File: src/hdl/lphm_pkg.sv
// ----------------------------------------------------------------------------
// lphm_pkg
// Beat types, status codes, hash constants and state encodings for the
// linear probing hash map.
// ----------------------------------------------------------------------------
package lphm_pkg;

  // Request beat
  typedef struct packed {
    logic        func;
    logic [63:0] key;
    logic [63:0] value;
  } in_t;

  // Response beat
  typedef struct packed {
    logic [2:0]  status;
    logic [63:0] result_value;
  } out_t;

  // Operation codes
  localparam logic FUNC_LOOKUP = 1'b0;
  localparam logic FUNC_INSERT = 1'b1;

  // Status codes
  localparam logic [2:0] STAT_OK        = 3'd0;
  localparam logic [2:0] STAT_NOT_FOUND = 3'd1;
  localparam logic [2:0] STAT_FULL      = 3'd2;
  localparam logic [2:0] STAT_DUP       = 3'd3;
  localparam logic [2:0] STAT_RESERVED  = 3'd4;

  // Slot codes
  localparam logic [63:0] KEY_EMPTY = 64'hffff_ffff_ffff_ffff;
  localparam logic [63:0] KEY_TOMB  = 64'hffff_ffff_ffff_fffe;

  // Mix constants; the initial hash word is seed ^ (8 * multiplier)
  localparam logic [63:0] MIX_MUL   = 64'hc6a4_a793_5bd1_e995;
  localparam int unsigned MIX_SHIFT = 47;
  localparam logic [63:0] MIX_SEED  = 64'h8445_d61a_4e77_4912;
  localparam logic [63:0] MIX_H0    = MIX_SEED ^ {MIX_MUL[60:0], 3'b000};

  // Hash unit states
  typedef enum logic [1:0] {
    MIX_IDLE,
    MIX_RUN,
    MIX_MOD
  } mix_state_t;

  // Main controller states
  typedef enum logic [2:0] {
    CLEAR,
    IDLE,
    HASH,
    PROBE,
    FINISH
  } ctrl_state_t;

endpackage

File: src/hdl/lphm_mix.sv
// ----------------------------------------------------------------------------
// lphm_mix
// Home slot unit: 64-bit mix on one shared 32x32 multiplier, one 64-bit
// product at a time, then reduction modulo the table size four bits a cycle
// when the size is not a power of two.
// ----------------------------------------------------------------------------
module lphm_mix #(
  parameter  int unsigned TABLE_ENTRIES = 1024,
  localparam int unsigned IDX_W         = $clog2(TABLE_ENTRIES)
) (
  input  logic             clk,
  input  logic             rst,
  input  logic             start,
  input  logic [63:0]      key,
  output logic             done,
  output logic [IDX_W-1:0] home
);

  localparam bit             POW2 = (TABLE_ENTRIES & (TABLE_ENTRIES - 1)) == 0;
  localparam logic [IDX_W:0] NT   = (IDX_W + 1)'(TABLE_ENTRIES);

  lphm_pkg::mix_state_t mst, mst_next;

  logic [1:0]       ph;
  logic [1:0]       mi;
  logic [63:0]      opnd;
  logic [63:0]      prod;
  logic [63:0]      acc;
  logic [63:0]      hsh;
  logic [IDX_W-1:0] rem;
  logic [3:0]       dcnt;

  logic [31:0]      mul_a;
  logic [31:0]      mul_b;
  logic [63:0]      mul_p;
  logic [31:0]      hi_sum;
  logic [63:0]      full;
  logic [63:0]      post;
  logic [IDX_W-1:0] rem_next;
  logic             mul_last;
  logic             mod_last;

  // Select partial product operands: lo*lo, lo*hi, hi*lo
  always_comb begin
    mul_a = (ph == 2'd2) ? opnd[63:32] : opnd[31:0];
    mul_b = (ph == 2'd1) ? lphm_pkg::MIX_MUL[63:32] : lphm_pkg::MIX_MUL[31:0];
    mul_p = 64'(mul_a) * 64'(mul_b);
  end

  // Close the product and apply the step that follows it
  always_comb begin
    hi_sum = acc[63:32] + prod[31:0];
    full   = {hi_sum, acc[31:0]};
    case (mi)
      2'd1:    post = full ^ lphm_pkg::MIX_H0;
      default: post = full ^ (full >> lphm_pkg::MIX_SHIFT);
    endcase
  end

  // Reduce four hash bits per cycle modulo the table size
  always_comb begin
    logic [IDX_W-1:0] r;
    logic [IDX_W:0]   t;
    r = rem;
    for (int j = 0; j < 4; j++) begin
      t = {r, hsh[63-j]};
      if (t >= NT) t = t - NT;
      r = t[IDX_W-1:0];
    end
    rem_next = r;
  end

  // Next state
  always_comb begin
    mst_next = mst;
    case (mst)
      lphm_pkg::MIX_IDLE: if (start) mst_next = lphm_pkg::MIX_RUN;
      lphm_pkg::MIX_RUN: begin
        if (mul_last) mst_next = POW2 ? lphm_pkg::MIX_IDLE : lphm_pkg::MIX_MOD;
      end
      lphm_pkg::MIX_MOD: if (mod_last) mst_next = lphm_pkg::MIX_IDLE;
      default: mst_next = lphm_pkg::MIX_IDLE;
    endcase
  end

  // Step strobes
  always_comb begin
    mul_last = (mst == lphm_pkg::MIX_RUN) && (ph == 2'd3) && (mi == 2'd3);
    mod_last = (mst == lphm_pkg::MIX_MOD) && (dcnt == 4'hf);
  end

  // Control registers
  always_ff @(posedge clk) begin
    if (rst) begin
      mst  <= lphm_pkg::MIX_IDLE;
      done <= 1'b0;
    end else begin
      mst  <= mst_next;
      done <= (mul_last && POW2) || mod_last;
    end
  end

  // Multiply sequence
  always_ff @(posedge clk) begin
    if (start) begin
      opnd <= key;
      ph   <= 2'd0;
      mi   <= 2'd0;
    end else if (mst == lphm_pkg::MIX_RUN) begin
      prod <= mul_p;
      ph   <= ph + 2'd1;
      case (ph)
        2'd1: acc <= prod;
        2'd2: acc[63:32] <= hi_sum;
        2'd3: begin
          opnd <= post;
          mi   <= mi + 2'd1;
        end
        default: ;
      endcase
    end
  end

  // Reduction and home slot
  always_ff @(posedge clk) begin
    if (mul_last) begin
      hsh  <= post;
      rem  <= '0;
      dcnt <= 4'h0;
    end else if (mst == lphm_pkg::MIX_MOD) begin
      hsh  <= {hsh[59:0], 4'h0};
      rem  <= rem_next;
      dcnt <= dcnt + 4'h1;
    end
    if (mul_last && POW2) begin
      home <= post[IDX_W-1:0];
    end else if (mod_last) begin
      home <= rem_next;
    end
  end

endmodule

File: config.mk
export PLATFORM = sky130hd
export DESIGN_NAME = lphm_mix
export DESIGN_NICKNAME = d
export VERILOG_FILES = /design/src/hdl/lphm_pkg.sv /design/src/hdl/lphm_mix.sv
export SDC_FILE = /design/constraint.sdc
export NUM_CORES = 2
export LEC_CHECK = 0
export ABC_AREA = 1
export BUFFER_PORTS_ARGS = -buffer_cell sky130_fd_sc_hd__buf_4
export CAP_MARGIN = 20
export CORE_ASPECT_RATIO = 0.7
export CORE_MARGIN = 2
export CORE_UTILIZATION = 40
export CTS_CLUSTER_SIZE = 40
export DETAILED_ROUTE_END_ITERATION = 10
export HOLD_SLACK_MARGIN = 0.05
export PLACE_DENSITY = 0.54
export SLEW_MARGIN = 20
export SYNTH_ARGS = -nofsm -noshare
export SYNTH_HDL_FRONTEND = slang
export SYNTH_SLANG_ARGS = --single-unit
File: constraint.sdc
create_clock -name clk -period 9.5 [get_ports clk]
set_input_delay 1.425 -clock clk [delete_from_list [all_inputs] [get_ports clk]]
set_output_delay 1.425 -clock clk [all_outputs]
set_load 0.02 [all_outputs]
==> results.md <==
* CTS clk-pin slew, worst paths at 0.07 ns
* Fmax at 110 MHz
* Worst Hold End: acc[0]
* Status: finished, final reports clean
* Commonest non-fill, non-tap cell in the layout: inv_1
* Remaining antenna violation count after routing at 0
* Setup-failing EPs final at 0
* CTS sink cnt at 272
* Slowest cell delay on critical path at approximately 0.56 ns
* Top cells by area, synth: fa_1, edfxtp_1, ha_1, inv_1, nand2_1
* Post-CTS Hold Fix Bufs at 0
* HP Start: prod[0]
* Clock Latency Late Sink at 0.59 ns
* Syn Inst Count at 4275
* Antenna diodes at 0
* Cell area after synthesis at 0.0390 mm2
* Worst Path Buf+Inv at 11
* DP HPWL at 126000 um
* Iter 0 DRT Violations at 3663
* CP Launch Point: ph[0]
* Chip width at roughly 380 um
* Routability congestion estimate at 0.985
* Final min period at 9.12 ns
* GRT met1 Usage at 50.1%
* Synth Warn # at 0
* Commonest non-fill, non-tap cells in the layout: inv_1, nand2_1, fa_1
* First-pass GRT wire length at 206000 um
* Reg2reg end: prod[36]
* Detailed-router iteration count before antenna repair at 8
* Fin. Hold Viols at 0
* Routed vias/inst at 5.16
* Die H at 265 um
* Clock tree buffer depth at 3
* Hold Path Stages at 0
* Total Wirelength at 143000 um
* R2R depth at 31
* CTS buffer count at 25
* FF-to-FF setup slack at 0.38 ns
* Fin crit share at a little over nine tenths
* Ys flop type: edfxtp_1
* Final setup TNS at 0 ns
* Async S/R FF share, synth at 0%
* FF+latch count, synth at 272
* Area Growth Syn to Fin at 8.24%
* Clock skew at ~0.048 ns
* Port Buffers at 77
* Root Driver: clkbuf_16
* Post-synth top area share at 32.2%
* Residual DRC at 0
* Share of cells above drive strength 1 at about 7.6%
* Max Cap Viol at 0
* Largest area contributor in the netlist: fa_1
* RSZ-0062 raised after global routing: no
* Avg Cell Area, Syn at 9.11 um2
* CP startpoint kind: flip-flop
* Grt total ovfl at 0
* Max FO, Critical Path at 25
* I/O pins at 78
* Worst-Margin Slew at 1.00 ns
* Busiest grt layer: met1
* Setup Buffers After CTS at 0
* HP Class: flip-flop to flip-flop
* Largest net degree at the start of global routing at slightly above 90
* Post-synth EDFFs at 266
* Crit-path slowest cell: fa_1
* Sequential element share of the synthesized area at about a fifth
* DIE AREA at ~0.10 mm2
* Delay-heaviest family, CP: adder cells
* CTS tree: yes
* Via count of the routed design at around 29000
* Initial core utilization at ~40%
* Core ar. at 0.0963 mm2
* CTS HTree Levels at 1
* Initial antenna violation count at 8
* Avg WL per Cell at ~25 um
* Floorplan row count at 95
* Most frequent CP cell: fa_1
* Syn_nets at 5400
* Number of global-route vias before repair at 28300
* GR Util met2 at 34.4%
* Launch point of the worst reg-to-reg path: ph[0]
* Critical path arrival at roughly 9.6 ns
* Worst setup path class: flip-flop to flip-flop
* All-Layer GR Usage at between 20% and 30%
* Pins Over Slew Limit at 0
* Fill cell count at around 9600
* Post-synth cell types at 48
* NumNets Final at 5515
* CP Capture Type: flip-flop
* Post-cts resize count at 0
* GR Layer Usage met3 at about a tenth
* Required time of the critical path at between 9 and 10 ns
* Worst rel slew slack at 32.9%
-- through the flow --
step           std cells  util [%]  instance area, um2  hold WS, ns  setup slack, ns
2_1_floorplan       4275         -               39000        0.433             1.85
3_3_place_gp        5624      42.9               41300        0.480           0.0858
3_5_place_dp        5624      42.9               41300        0.473            0.287
4_1_cts             5669      43.8               42100        0.481            0.235
5_1_grt             5669      43.8               42200        0.487           0.0466
6_report            5669      43.8               42200        0.480            0.377
-- cell usage after synthesis (12+ instances only) --
cell	n
inv_1	1079
nand2_1	823
fa_1	626
ha_1	432
edfxtp_1	266
nor2_1	259
o21ai_0	151
a21oi_1	110
nand3_1	104
xor2_1	67
clkbuf_1	37
o21ai_2	31
o21bai_1	30
nand2_2	29
inv_2	26
xnor2_1	22
nor2_2	17
or2_2	15
a31oi_1	14
nor3_1	14
nand4_1	13
nand3b_1	12
-- worst register-to-register path: cells and delay by family, from the launching register on --
family,cells,cell delay [ns]
XOR/XNOR,1,0.50
AO/OA/AOI/OAI,1,0.29
flip-flops,1,0.34
AND/OR/NAND/NOR,8,1.40
buffers and inverters,11,1.79
adder cells (fa/ha/maj),10,4.68
-- layout make-up --
type	count	area (um2)	share of cell area, %
clock buffers	34	679	1.61
clock inverters	11	120	0.285
inverters	1106	4150	9.85
multi-input cells	2837	26400	62.7
flip-flops and latches	272	8110	19.2
well taps	1261	1580	3.74
repair buffers	148	1110	2.63
-- worst max path at each step --
stage | to | depth (start not counted)
6_report | prod[36] | 31
5_1_grt | prod[27] | 30
2_1_floorplan | prod[50] | 28
4_1_cts | prod[27] | 29
3_3_place_gp | prod[27] | 29
3_5_place_dp | prod[27] | 29
-- per-layer routing --
metal	part of all wire, %	routed length (um)	up-vias
met4	0.95	1360	0
met3	13	19000	76
met1	51	72300	14400
met5	0	0	-
li1	-	-	13300
met2	35	50200	1503
-- sequential cells by signal, summed over array words and instances, names as in the netlist --
signal	count
hsh	64
mi	2
home	10
done	1
opnd	64
prod	64
acc	64
mst	1
ph	2
-- kinds of logic (layout without fill, tap and decap cells) --
logic type,Yosys count,in the layout,share of synthesized area (%)
xor gates and xnor gates,91,91,2.08
other,1,1,0.00963
DFF,272,272,20.8
and+or+nand+nor,1309,1309,13.9
buffers and inverters,1166,1299,11.5
AOI/OAI and AO/OA,378,378,5.65
adders and majority gates,1058,1058,46.0
Power is not shown: default switching activity piles up to over one toggle a cycle in this logic, so the estimate is an artifact.
